--- src/rtl/m2ump_pkg.sv ---
// Package: message codes, packet field constants and value upscaling functions.
package m2ump_pkg;

    // UMP message types
    localparam logic [3:0] MT_SYS = 4'h1;
    localparam logic [3:0] MT_CV2 = 4'h4;

    // UMP group used for every packet
    localparam logic [3:0] UMP_GROUP = 4'h0;

    // MIDI 1.0 channel voice opcodes (upper nibble of the status byte)
    localparam logic [3:0] OP_NOTE_OFF   = 4'h8;
    localparam logic [3:0] OP_NOTE_ON    = 4'h9;
    localparam logic [3:0] OP_POLY_PRESS = 4'hA;
    localparam logic [3:0] OP_CTRL       = 4'hB;
    localparam logic [3:0] OP_PROGRAM    = 4'hC;
    localparam logic [3:0] OP_CHAN_PRESS = 4'hD;
    localparam logic [3:0] OP_PITCH_BEND = 4'hE;
    localparam logic [3:0] OP_SYSTEM     = 4'hF;

    // System common and real-time status bytes
    localparam logic [7:0] ST_MTC_QTR    = 8'hF1;
    localparam logic [7:0] ST_SONG_POS   = 8'hF2;
    localparam logic [7:0] ST_SONG_SEL   = 8'hF3;
    localparam logic [7:0] ST_TUNE_REQ   = 8'hF6;
    localparam logic [7:0] ST_CLOCK      = 8'hF8;
    localparam logic [7:0] ST_START      = 8'hFA;
    localparam logic [7:0] ST_CONTINUE   = 8'hFB;
    localparam logic [7:0] ST_STOP       = 8'hFC;
    localparam logic [7:0] ST_ACT_SENSE  = 8'hFE;
    localparam logic [7:0] ST_SYS_RESET  = 8'hFF;

    // Controllers that the MIDI 2.0 protocol carries by other means
    localparam logic [6:0] CC_BANK_MSB   = 7'd0;
    localparam logic [6:0] CC_DATA_MSB   = 7'd6;
    localparam logic [6:0] CC_BANK_LSB   = 7'd32;
    localparam logic [6:0] CC_DATA_LSB   = 7'd38;
    localparam logic [6:0] CC_NRPN_LSB   = 7'd98;
    localparam logic [6:0] CC_RPN_MSB    = 7'd101;

    // Velocity sent for a note-on with zero velocity turned into a note-off
    localparam logic [15:0] VEL_CENTRE   = 16'h8000;

    // Result codes
    localparam logic RC_OK          = 1'b0;
    localparam logic RC_UNSUPPORTED = 1'b1;

    // 7 to 16 bit upscale: zero, centre and full scale map exactly,
    // other values repeat their low six bits below the top bit.
    function automatic logic [15:0] up7to16(input logic [6:0] v);
        logic [14:0] rep;
        rep = {v[5:0], 9'd0} | {7'd0, v[5:0], 2'd0} | {14'd0, v[5]};
        if (v == 7'h7F) begin
            return 16'hFFFF;
        end
        return {v[6], rep};
    endfunction

    // 7 to 32 bit upscale
    function automatic logic [31:0] up7to32(input logic [6:0] v);
        logic [30:0] rep;
        rep = {v[5:0], 25'd0} | {7'd0, v[5:0], 18'd0} | {14'd0, v[5:0], 11'd0}
            | {21'd0, v[5:0], 4'd0} | {28'd0, v[5:3]};
        if (v == 7'h7F) begin
            return 32'hFFFF_FFFF;
        end
        return {v[6], rep};
    endfunction

    // 14 to 32 bit upscale
    function automatic logic [31:0] up14to32(input logic [13:0] v);
        logic [30:0] rep;
        rep = {v[12:0], 18'd0} | {14'd0, v[12:0], 4'd0} | {28'd0, v[12:10]};
        if (v == 14'h3FFF) begin
            return 32'hFFFF_FFFF;
        end
        return {v[13], rep};
    endfunction

endpackage

--- src/rtl/midi1_to_ump_midi2_translator_core.sv ---
// Top level: MIDI 1.0 message to two-word MIDI 2.0 UMP translator.
// Path: an accepted message moves through the input register, then the result
// register, before it is presented on the output.
// Throughput: one message per cycle; the input stalls only when both
// registers are full and the output side is stalling.
// Reset (synchronous, active low) clears both valid flags; payload is not reset.
module midi1_to_ump_midi2_translator_core
    import m2ump_pkg::*;
(
    input  logic        i_clk,
    input  logic        i_rst_n,
    // input channel
    input  logic        i_valid,
    output logic        o_stall,
    input  logic [7:0]  i_status_in,
    input  logic [7:0]  i_data_first,
    input  logic [7:0]  i_data_second,
    // output channel
    output logic        o_valid,
    input  logic        i_stall,
    output logic [31:0] o_word_first,
    output logic [31:0] o_word_second,
    output logic        o_result_code
);

    // Input register stage
    logic       r_in_valid;
    logic [7:0] r_status;
    logic [6:0] r_data_first;
    logic [6:0] r_data_second;

    // Result register stage
    logic        r_out_valid;
    logic [31:0] r_word_first;
    logic [31:0] r_word_second;
    logic        r_result_code;

    logic        n_word_first_ok;
    logic [31:0] n_word_first;
    logic [31:0] n_word_second;
    logic        n_result_code;

    logic adv_out;
    logic adv_in;

    // The result register takes a new transfer whenever it is empty or being
    // drained; the input register advances whenever its contents can move on.
    assign adv_out = !r_out_valid || !i_stall;
    assign adv_in  = !r_in_valid || adv_out;
    assign o_stall = !adv_in;

    always_ff @(posedge i_clk) begin
        if (!i_rst_n) begin
            r_in_valid <= 1'b0;
        end else if (adv_in) begin
            r_in_valid <= i_valid;
        end
        // Data bytes carry seven bits only: drop the top bit on capture.
        if (adv_in && i_valid) begin
            r_status      <= i_status_in;
            r_data_first  <= i_data_first[6:0];
            r_data_second <= i_data_second[6:0];
        end
    end

    // Translation: one decode of the status byte, then field packing.
    // Word 0 layout: type[31:28] group[27:24] status[23:16] index[15:8] low[7:0].
    always_comb begin
        n_word_first_ok = 1'b1;
        n_word_first    = 32'd0;
        n_word_second   = 32'd0;
        unique case (r_status[7:4])
            OP_SYSTEM: begin
                unique case (r_status) inside
                    ST_MTC_QTR, ST_SONG_SEL: begin
                        n_word_first = {MT_SYS, UMP_GROUP, r_status, 1'b0, r_data_first,
                                        8'd0};
                    end
                    ST_SONG_POS: begin
                        n_word_first = {MT_SYS, UMP_GROUP, r_status, 1'b0, r_data_first,
                                        1'b0, r_data_second};
                    end
                    ST_TUNE_REQ, ST_CLOCK, ST_START, ST_CONTINUE, ST_STOP,
                    ST_ACT_SENSE, ST_SYS_RESET: begin
                        n_word_first = {MT_SYS, UMP_GROUP, r_status, 16'd0};
                    end
                    // System exclusive and undefined system codes
                    default: begin
                        n_word_first_ok = 1'b0;
                    end
                endcase
            end
            OP_NOTE_OFF: begin
                n_word_first  = {MT_CV2, UMP_GROUP, r_status, 1'b0, r_data_first, 8'd0};
                n_word_second = {up7to16(r_data_second), 16'd0};
            end
            OP_NOTE_ON: begin
                // Zero velocity means note-off at centre velocity.
                if (r_data_second == 7'd0) begin
                    n_word_first  = {MT_CV2, UMP_GROUP, OP_NOTE_OFF, r_status[3:0],
                                     1'b0, r_data_first, 8'd0};
                    n_word_second = {VEL_CENTRE, 16'd0};
                end else begin
                    n_word_first  = {MT_CV2, UMP_GROUP, r_status, 1'b0, r_data_first,
                                     8'd0};
                    n_word_second = {up7to16(r_data_second), 16'd0};
                end
            end
            OP_POLY_PRESS: begin
                n_word_first  = {MT_CV2, UMP_GROUP, r_status, 1'b0, r_data_first, 8'd0};
                n_word_second = up7to32(r_data_second);
            end
            OP_CTRL: begin
                // Bank select, data entry and (N)RPN controllers are not carried.
                if (r_data_first == CC_BANK_MSB || r_data_first == CC_DATA_MSB ||
                    r_data_first == CC_BANK_LSB || r_data_first == CC_DATA_LSB ||
                    (r_data_first >= CC_NRPN_LSB && r_data_first <= CC_RPN_MSB)) begin
                    n_word_first_ok = 1'b0;
                end else begin
                    n_word_first  = {MT_CV2, UMP_GROUP, r_status, 1'b0, r_data_first,
                                     8'd0};
                    n_word_second = up7to32(r_data_second);
                end
            end
            OP_PROGRAM: begin
                // Bank-valid flag stays clear; program in the top byte.
                n_word_first  = {MT_CV2, UMP_GROUP, r_status, 16'd0};
                n_word_second = {1'b0, r_data_first, 24'd0};
            end
            OP_CHAN_PRESS: begin
                n_word_first  = {MT_CV2, UMP_GROUP, r_status, 16'd0};
                n_word_second = up7to32(r_data_first);
            end
            OP_PITCH_BEND: begin
                n_word_first  = {MT_CV2, UMP_GROUP, r_status, 16'd0};
                n_word_second = up14to32({r_data_second, r_data_first});
            end
            // Data bytes in the status position
            default: begin
                n_word_first_ok = 1'b0;
            end
        endcase

        // Unsupported: both words read as zero.
        if (!n_word_first_ok) begin
            n_word_first  = 32'd0;
            n_word_second = 32'd0;
        end
        n_result_code = n_word_first_ok ? RC_OK : RC_UNSUPPORTED;
    end

    always_ff @(posedge i_clk) begin
        if (!i_rst_n) begin
            r_out_valid <= 1'b0;
        end else if (adv_out) begin
            r_out_valid <= r_in_valid;
        end
        // Hold the result while the output side stalls.
        if (adv_out && r_in_valid) begin
            r_word_first  <= n_word_first;
            r_word_second <= n_word_second;
            r_result_code <= n_result_code;
        end
    end

    assign o_valid       = r_out_valid;
    assign o_word_first  = r_word_first;
    assign o_word_second = r_word_second;
    assign o_result_code = r_result_code;

endmodule

--- config.mk ---
export PLATFORM = sky130hd
export DESIGN_NAME = midi1_to_ump_midi2_translator_core
export DESIGN_NICKNAME = d
export VERILOG_FILES = /design/src/rtl/m2ump_pkg.sv /design/src/rtl/midi1_to_ump_midi2_translator_core.sv
export SDC_FILE = /design/constraint.sdc
export NUM_CORES = 1
export LEC_CHECK = 0
export ABC_AREA = 1
export CAP_MARGIN = 20
export CORE_MARGIN = 1.5
export CORE_UTILIZATION = 42
export DETAILED_ROUTE_END_ITERATION = 8
export DONT_BUFFER_PORTS = 1
export HOLD_SLACK_MARGIN = 0.06
export PLACE_DENSITY = 0.64
export SLEW_MARGIN = 30
export SYNTH_ARGS = -nofsm -noshare
export SYNTH_HDL_FRONTEND = slang
export SYNTH_SLANG_ARGS = --single-unit
export TNS_END_PERCENT = 5
--- constraint.sdc ---
create_clock -name i_clk -period 5.7 [get_ports i_clk]
set_clock_uncertainty 0.05 [all_clocks]
set_input_delay 1.71 -clock i_clk [delete_from_list [all_inputs] [get_ports i_clk]]
set_output_delay 1.71 -clock i_clk [all_outputs]
set_load 0.01 [all_outputs]
# Word-level counts from Yosys, hierarchy flattened
# Cells that the tools add are included.
# word_totals
ff_bits,89
in_bits,28
output_inout_bits,67
word_cells,99
# op_classes
order_cmp,2
eq_ne,24
mux,32
bitwise,12
n_reduce_logical,21
# ops
operator,count
$mux 32,9
$pmux 32 s7,1
$pmux 31 s5,1
$or 31x17->31,3
$or 31x3->31,3
$pmux 29 s3,1
$eq 8x8->1 const B,10
$or 31x10->31,2
$or 31x24->31,2
$mux 16,3
$eq 4x4->1 const B,8
$mux 31,1
$mux 24,1
$or 15x1->15,1
$or 15x8->15,1
$eq 14x14->1 const B,1
$eq 7x6->1 const B,2
$eq 7x7->1 const B,2
$logic_not 7->1,2
$mux 1,14
$reduce_or 10->1,1
$eq 7x3->1 const B,1
$ge 7x7->1 const B,1
$le 7x7->1 const B,1
other kinds (8),19

# Longest topological paths before layout
# Gate-level depths: netlist of the first run.
# depth
ltp_word,10
ltp_mapped,9
ltp_nobuf,9

# Least setup slack after synthesis of the first run
# No wires, ideal clock.
# synth_path
path_kind,input to register
from,input port i_stall
to,"register r_result_code, in the netlist o_result_code (enable)"
setup_time_ps,486
arrival_ps,4412
required_time_ps,5164
setup_slack_ps,752
stages,1
path_buffers,0
path_cell_list,a21oi_1
# synth_between
elab_chain_len,3
# synth_lines
element,line,rtl
"start, declared",midi1_to_ump_midi2_translator_core.sv:20,"input logic i_stall,"
$logic_not 1->1,midi1_to_ump_midi2_translator_core.sv:48,assign adv_out = !r_out_valid || !i_stall;
$logic_or 1x1->1,midi1_to_ump_midi2_translator_core.sv:48,
$logic_and 1x1->1,midi1_to_ump_midi2_translator_core.sv:159,if (adv_out && r_in_valid) begin
"end signal, assigned",midi1_to_ump_midi2_translator_core.sv:162,r_result_code <= n_result_code;
"end, declared",midi1_to_ump_midi2_translator_core.sv:36,logic r_result_code;
# No other way between the ends.
# A chain may end at the register's enable or synchronous reset.

# Worst setup path after layout of the first run
# layout_path
from,input port i_stall
to,output port o_stall
# layout_between
elab_chain_len,4
# layout_lines
element,line,rtl
$logic_not 1->1,midi1_to_ump_midi2_translator_core.sv:48,
$logic_or 1x1->1,midi1_to_ump_midi2_translator_core.sv:48,
$logic_or 1x1->1,midi1_to_ump_midi2_translator_core.sv:49,assign adv_in = !r_in_valid || adv_out;
$logic_not 1->1,midi1_to_ump_midi2_translator_core.sv:50,assign o_stall = !adv_in;
"end, declared",midi1_to_ump_midi2_translator_core.sv:14,"output logic o_stall,"
# No other way between the ends.

==> results.md, run 1 <==
* Status: completed
* Seq/Total Area, Yosys at 0.6447
* Row Count at 33
* CP bufs+invs at 0
* Global-route wire length before repair at approximately 11 mm
* CP max stage cell: nor2_1
* Most numerous cell in the Yosys netlist: edfxtp_1
* Post-layout util at 0.4717
* #FFs+latches synth at 79
* Area leader, netlist: edfxtp_1
* Postcts setup bufs at 0
* Crit Path Class: in2out
* WHS Path Cells at 2
* Pre-antenna DRT Iters at 4
* LEAKAGE at ~1.6 nW
* EDFF count, synth at 77
* Async set or reset register ratio after synthesis at 0
* Via Count at about 2400
* Unrepaired setup endpoints after global routing: no
* Yosys top cell area share at 0.6337
* Root Driver: clkbuf_8
* GPL Wtd Cong at between 0.8 and 0.9
* Per-cell routed wire length at ~16 µm
* Hold buffer count at cts at 0
* Die Footprint at 9255 µm²
* Starting Density at 0.4396
* Slowest Stage Delay on Critical Path at roughly 0.23 ns
* Worst EP required at 3.94 ns
* Worst hold margin at around 0.5 ns
* Avg Synthesized Cell Area at 10.51 µm²
* Die H at between 90 and 100 µm
* Initial antenna violation count at 0
* Dpl hpwl at ~5.4 mm
* Crit start category: primary input
* Total GRT Usage at 0.1698
* Critical path data arrival time at between 1.5 and 2 ns
* Yosys warnings at 0
* Synth Flop Type: edfxtp_1
* Post-Syn Instances at ~350
* FF-to-FF path depth at 8
* Worst-path clk slew at 0.07 ns
* Final #Nets at between 300 and 400
* Setup violations, final at 0
* Area Overhead vs Synth at 7.304%
* Crit path depth at 2
* Post-Route WL at approximately 7.3 mm
* Worst R2R Setup Slack at between 3 and 4 ns
* Synth top area cells: edfxtp_1 (63%), nand2_1 (6.8%), nand3_1 (6.6%)
* Fraction of layout instances using a drive strength above 1 at 0.1092
* Longest Clk Path Bufs at 2
* Vias per inst at 5.275
* CTS sink count at a little under 80
* Critical Path End Type: output pin
* # port buffers at 0
* # DRC at 0
* Min Tclk post-route at 3.746 ns
* FMAX at around 270 MHz
* N_diodes at 0
* Pin count of the biggest net entering global routing at 38
* Setup TNS at 0 ns
* Count of pins over their slew limit at 0
* Ports at between 90 and 100
* Post-synth top cells: edfxtp_1 (77), nand2_1 (66), nand3_1 (48)
* Worst-path maximum fanout at 2
* Tcrit/Tclk final at 0.6572
* Slew @ Worst Pin at just over 0.8 ns
* CTS Buf Count at 9
* CP delay by family, top: simple AND/OR/NAND/NOR gates
* Fill count at just under 800
* 1st-iter DRT viols at 143
* Worst slew margin at 0.4570
* CTS tree: done
* Max Cap Violations at 0
* Die X at a little under 100 µm
* Global route overflow at 0
* Routed Antenna Nets at 0
* VDD IR max at ~160 µV
* Clock latency on the worst-skew pair at approximately 0.35 ns
* CORE AREA at around 8300 µm²
* Final Hold Viols at 0
* Hold Path Class: reg2reg
* Pwr Density at around 300 nW/µm²
* Vias in the first global route at between 2000 and 2500
* Synthesized area at 3648 µm²
* Distinct cells, synth at 27
* Crit-path cells: nand2_1 -> nor2_1
* Post-cts repair resize count at 0
* Maximum level of the CTS H-tree at 3
[report_power, final]
group | internal, mW | switching [mW] | total, mW
registers | 0.674 | 0.0313 | 0.705
logic | 0.0200 | 0.0536 | 0.0736
clock network | 0.198 | 0.196 | 0.394
total | 0.892 | 0.281 | 1.17
[final cells by class]
class	count	area, µm²	area share
Tap cell	105	131.4	0.03356
Inverter	50	187.7	0.04794
Clock inverter	7	63.81	0.01630
Multi-Input combinational cell	211	1049	0.2678
Sequential cell	79	2352	0.6008
Timing Repair Buffer	1	7.507	0.001918
Clock buffer	9	123.9	0.03164
[layer usage]
| layer | vias to the layer above | wire length [µm] | track usage |
|---|---|---|---|
| met4 | 0 | 173 | 0.08578 |
| met3 | 16 | 671 | 0.06714 |
| li1 | 1186 | - | - |
| met2 | 104 | 3349 | 0.2482 |
| met5 | - | 0 | 0 |
| met1 | 1131 | 3132 | 0.2176 |
[sequential cells by signal, summed over array words and instances, names as in the netlist]
signal and cells:
r_status 8, r_data_second 7, r_data_first 7, o_word_first 24, o_word_second 30, r_in_valid 1
o_valid 1, o_result_code 1
[final timing paths]
| path | start | end |
|---|---|---|
| worst max register to register | r_data_first[2] | o_word_second[5] |
| worst min register to register | r_in_valid | o_valid |
| worst min-delay path | r_in_valid | o_valid |
| worst max-delay path | i_stall | o_stall |
[worst min-delay path, delay by kind of cell, from the launching register on]
family | cells | cell delay (ns)
compound gates | 1 | 0.09
flops | 1 | 0.30
buf+inv | 1 | 0.11
[logic make-up after synthesis]
| kind of cell | synth area share |
|---|---|
| flip-flops | 0.6447 |
| buffers and inverters | 0.07819 |
| other | 0.001028 |
| AO/OA/AOI/OAI | 0.05658 |
| AND/OR/NAND/NOR | 0.2195 |
[per-stage QoR]
stage	total power, mW	setup slack (ns)	instance area, µm²	instances
after floorplan	0.7752	0.7525	3675	354
after global placement	0.7901	1.955	3727	446
after detailed placement	0.7926	1.946	3727	446
after CTS	1.187	1.945	3915	462
after global routing	1.224	1.927	3915	462
final	1.173	1.954	3915	462
[layout by cell type, fill, tap and decap left out]
| master | Yosys | routed |
|---|---|---|
| nand3_2 | 4 | 4 |
| nand3_1 | 48 | 48 |
| o22ai_1 | 5 | 5 |
| nand2_2 | 3 | 3 |
| clkinvlp_4 | 0 | 2 |
| inv_1 | 45 | 45 |
| clkinv_1 | 0 | 1 |
| nor2_1 | 26 | 26 |
| nand2_4 | 1 | 1 |
| dfxtp_1 | 2 | 2 |
| a21oi_4 | 0 | 1 |
| nand4_1 | 8 | 8 |
| nand3_4 | 1 | 1 |
| nor2_8 | 1 | 1 |
| nand2_1 | 66 | 66 |
| or2_2 | 1 | 1 |
| buf_4 | 11 | 1 |
| o21ai_1 | 4 | 4 |
| a21oi_1 | 4 | 3 |
| o31ai_1 | 2 | 2 |
| nor2_4 | 1 | 1 |
| nor2_2 | 4 | 4 |
| nor3_2 | 1 | 1 |
| inv_2 | 5 | 5 |
| o211ai_1 | 4 | 4 |
| conb_1 | 1 | 8 |
| bufinv_16 | 0 | 1 |
| edfxtp_1 | 77 | 77 |
| clkbuf_8 | 0 | 9 |
| nor3_1 | 1 | 1 |
| o21ai_0 | 18 | 18 |
| clkinv_2 | 0 | 3 |
(Power assumes the default switching activity.)
==> run 2: changes to the inputs <==
- ABC_AREA: 1 -> 0
- PLACE_DENSITY: 0.64 -> 0.67
- clock period: 5.7 -> 3 ns (I/O delays scaled with it)
==> results.md, run 2 <==
* Post-Route WL at 6.900 mm (was 7.327 mm)
* Clock latency on the worst-skew pair at 0.35 ns (about the same)
* Row Count at 32 (was 33)
* Worst slew margin at 0.4551 (was 0.4570)
* Area leader, netlist: edfxtp_1 (unchanged)
* Area Overhead vs Synth at 7.393% (was 7.304%)
* Status: completed (unchanged)
* Setup violations, final at 0 (unchanged)
* #FFs+latches synth at 79 (unchanged)
* Dpl hpwl at 4.677 mm (was 5.414 mm)
* N_diodes at 0 (unchanged)
* EDFF count, synth at 77 (unchanged)
* GPL Wtd Cong at 0.8279 (was 0.8347)
* Most frequent cells in the layout: edfxtp_1 (77), o21ai_0 (12), a22o_1 (12) (was edfxtp_1 (77), nand2_1 (66), nand3_1 (48))
* DP Worst Slack at 0.6556 ns (was 1.946 ns)
* Hold buffer count at cts at 0 (unchanged)
* Critical path data arrival time at 2.35 ns (was 1.99 ns)
* Post-layout util at 0.4748 (was 0.4717)
* Via Count at 1980 (was 2437)
* Total GRT Usage at 0.1623 (was 0.1698)
* Tcrit/Tclk final at 0.7286
* Unrepaired setup endpoints after global routing: no (unchanged)
* Postcts setup bufs at 0 (unchanged)
* Die Footprint at 8815 µm² (was 9255 µm²)
* Per-cell routed wire length at 19.88 µm (was 15.86 µm)
* Synth Flop Type: edfxtp_1 (unchanged)
* Fraction of layout instances using a drive strength above 1 at 0.1510 (was 0.1092)
* Max reg flops at 30 (unchanged)
* Vias in the first global route at 1873 (was 2234)
* Longest Clk Path Bufs at 2 (unchanged)
* Seq/Total Area, Yosys at 0.6780 (was 0.6447)
* 1st-iter DRT viols at 161 (was 143)
* CTS Buf Count at 9 (unchanged)
* Final Hold Viols at 0 (unchanged)
* Min Tclk post-route at roughly 2.2 ns
* Worst EP required at 3.16 ns (was 3.94 ns)
* CTS tree: done (unchanged)
* Post-cts repair resize count at 0 (unchanged)
* Initial antenna violation count at 0 (unchanged)
* Pin count of the biggest net entering global routing at 56 (was 38)
* Die X at 93.89 µm (was 96.21 µm)
* Critical Path End Type: flop (was output pin)
* VDD IR max at 282.6 µV (was 163.6 µV)
* Routed Antenna Nets at 0 (unchanged)
* Synth top area cells: edfxtp_1 (67%), a22o_1 (3.0%), buf_4 (2.4%) (was edfxtp_1 (63%), nand2_1 (6.8%), nand3_1 (6.6%))
* Yosys top cell area share at 0.6664 (was 0.6337)
* Post-Syn Instances at 244 (was 347)
* Pre-antenna DRT Iters at 4 (unchanged)
* CORE AREA at 7848 µm² (was 8299 µm²)
* Global-route wire length before repair at 10.35 mm (was 11.30 mm)
* Async set or reset register ratio after synthesis at 0 (unchanged)
* WHS Path Cells at 2 (unchanged)
* Commonest non-fill, non-tap cell in the layout: edfxtp_1 (unchanged)
* CTS sink count at 79 (unchanged)
* Distinct cells, synth at 56 (was 27)
* LEAKAGE at 1.224 nW (was 1.626 nW)
* Setup ws final at 0.8143 ns (was 1.954 ns)
* Hold Path Class: reg2reg (unchanged)
* FF-to-FF path depth at 4 (was 8)
* Yosys warnings at 0 (unchanged)
* Worst-path maximum fanout at 14 (was 2)
* # DRC at 0 (unchanged)
* FMAX at 457.5 MHz
* Crit Path Class: reg2reg (was in2out)
* # port buffers at 0 (unchanged)
* Most numerous cell in the Yosys netlist: edfxtp_1 (unchanged)
* Max Cap Violations at 0 (unchanged)
* Root Driver: clkbuf_8 (unchanged)
* Worst-path clk slew at 0.08 ns (was 0.07 ns)
* Crit start category: flop (was primary input)
* Die H at 93.89 µm (was 96.21 µm)
* Pwr Density at 623.2 nW/µm² (was 299.6 nW/µm²)
* Final #Nets at 268 (was 380)
* Avg Synthesized Cell Area at 14.22 µm² (was 10.51 µm²)
* Starting Density at 0.4421 (was 0.4396)
* Vias per inst at 5.706 (was 5.275)
* Post-synth top cells: edfxtp_1 (77), a22o_1 (12), o21ai_0 (12) (was edfxtp_1 (77), nand2_1 (66), nand3_1 (48))
* Setup TNS at 0 ns (unchanged)
* Global route overflow at 0 (unchanged)
* Count of pins over their slew limit at 0 (unchanged)
* Ports at 95 (unchanged)
* Slew @ Worst Pin at 0.8111 ns (was 0.8101 ns)
* Worst hold margin at 0.4660 ns (was 0.4903 ns)
* Synthesized area at 3470 µm² (was 3648 µm²)
* Maximum level of the CTS H-tree at 3 (unchanged)
## run 2: worst paths after layout
| check | start | to | slack [ns] |
|---|---|---|---|
| max | r_status[4] | o_word_second[4] | 0.81 |
| max reg2reg | r_status[4] | o_word_second[4] | 0.81 |
| min | r_in_valid | o_valid | 0.47 |
| min reg2reg | r_in_valid | o_valid | 0.47 |
## run 2: report_power, final
part / leakage (nW) / internal, mW / switching, mW
Sequential: 0.742 / 1.28 / 0.0785
Combinational: 0.381 / 0.0457 / 0.0787
Clock: 0.100 / 0.461 / 0.374
## run 2: critical path, stage by stage, from the launching register on
cell and delay (ns):
edfxtp_1 0.64, inv_2 0.08, nor3_2 0.64, or2_1 0.44, a22o_1 0.22
## run 2: through the flow
stage               area [µm²]  cells  power [mW]
finish                    3726    347       2.322
global placement          3515    331       1.509
floorplan                 3500    251       1.479
detailed placement        3515    331       1.513
CTS                       3726    347       2.337
global route              3726    347       2.400
## run 2: cell families (layout without fill, tap and decap cells)
family                 after synthesis  in the layout  share of synthesized area
flip-flops                          79             79                     0.6780
AO/OA/AOI/OAI                       67             67                     0.1425
AND/OR/NAND/NOR                     58             58                     0.1071
buffers and inverters               34             28                    0.05157
multiplexers                         3              3                    0.01262
XOR/XNOR                             2              2                   0.007214
other                                1              8                   0.001081
## run 2: metal layers
metal,up-vias,part of all wire,GRT usage
met4,0,0.023,0.07711
met1,947,0.45,0.2155
met5,-,0,0
met3,14,0.064,0.05663
met2,97,0.46,0.2373
li1,922,-,-
## run 2: cell type report
type	count	area (µm²)
fill	720	4121
sequential	79	2352
multi-input combinational	138	978.4
tap	102	127.6
clock buffer	9	123.9
clock inverter	7	87.58
inverter	9	33.78
timing repair buffer	3	22.52
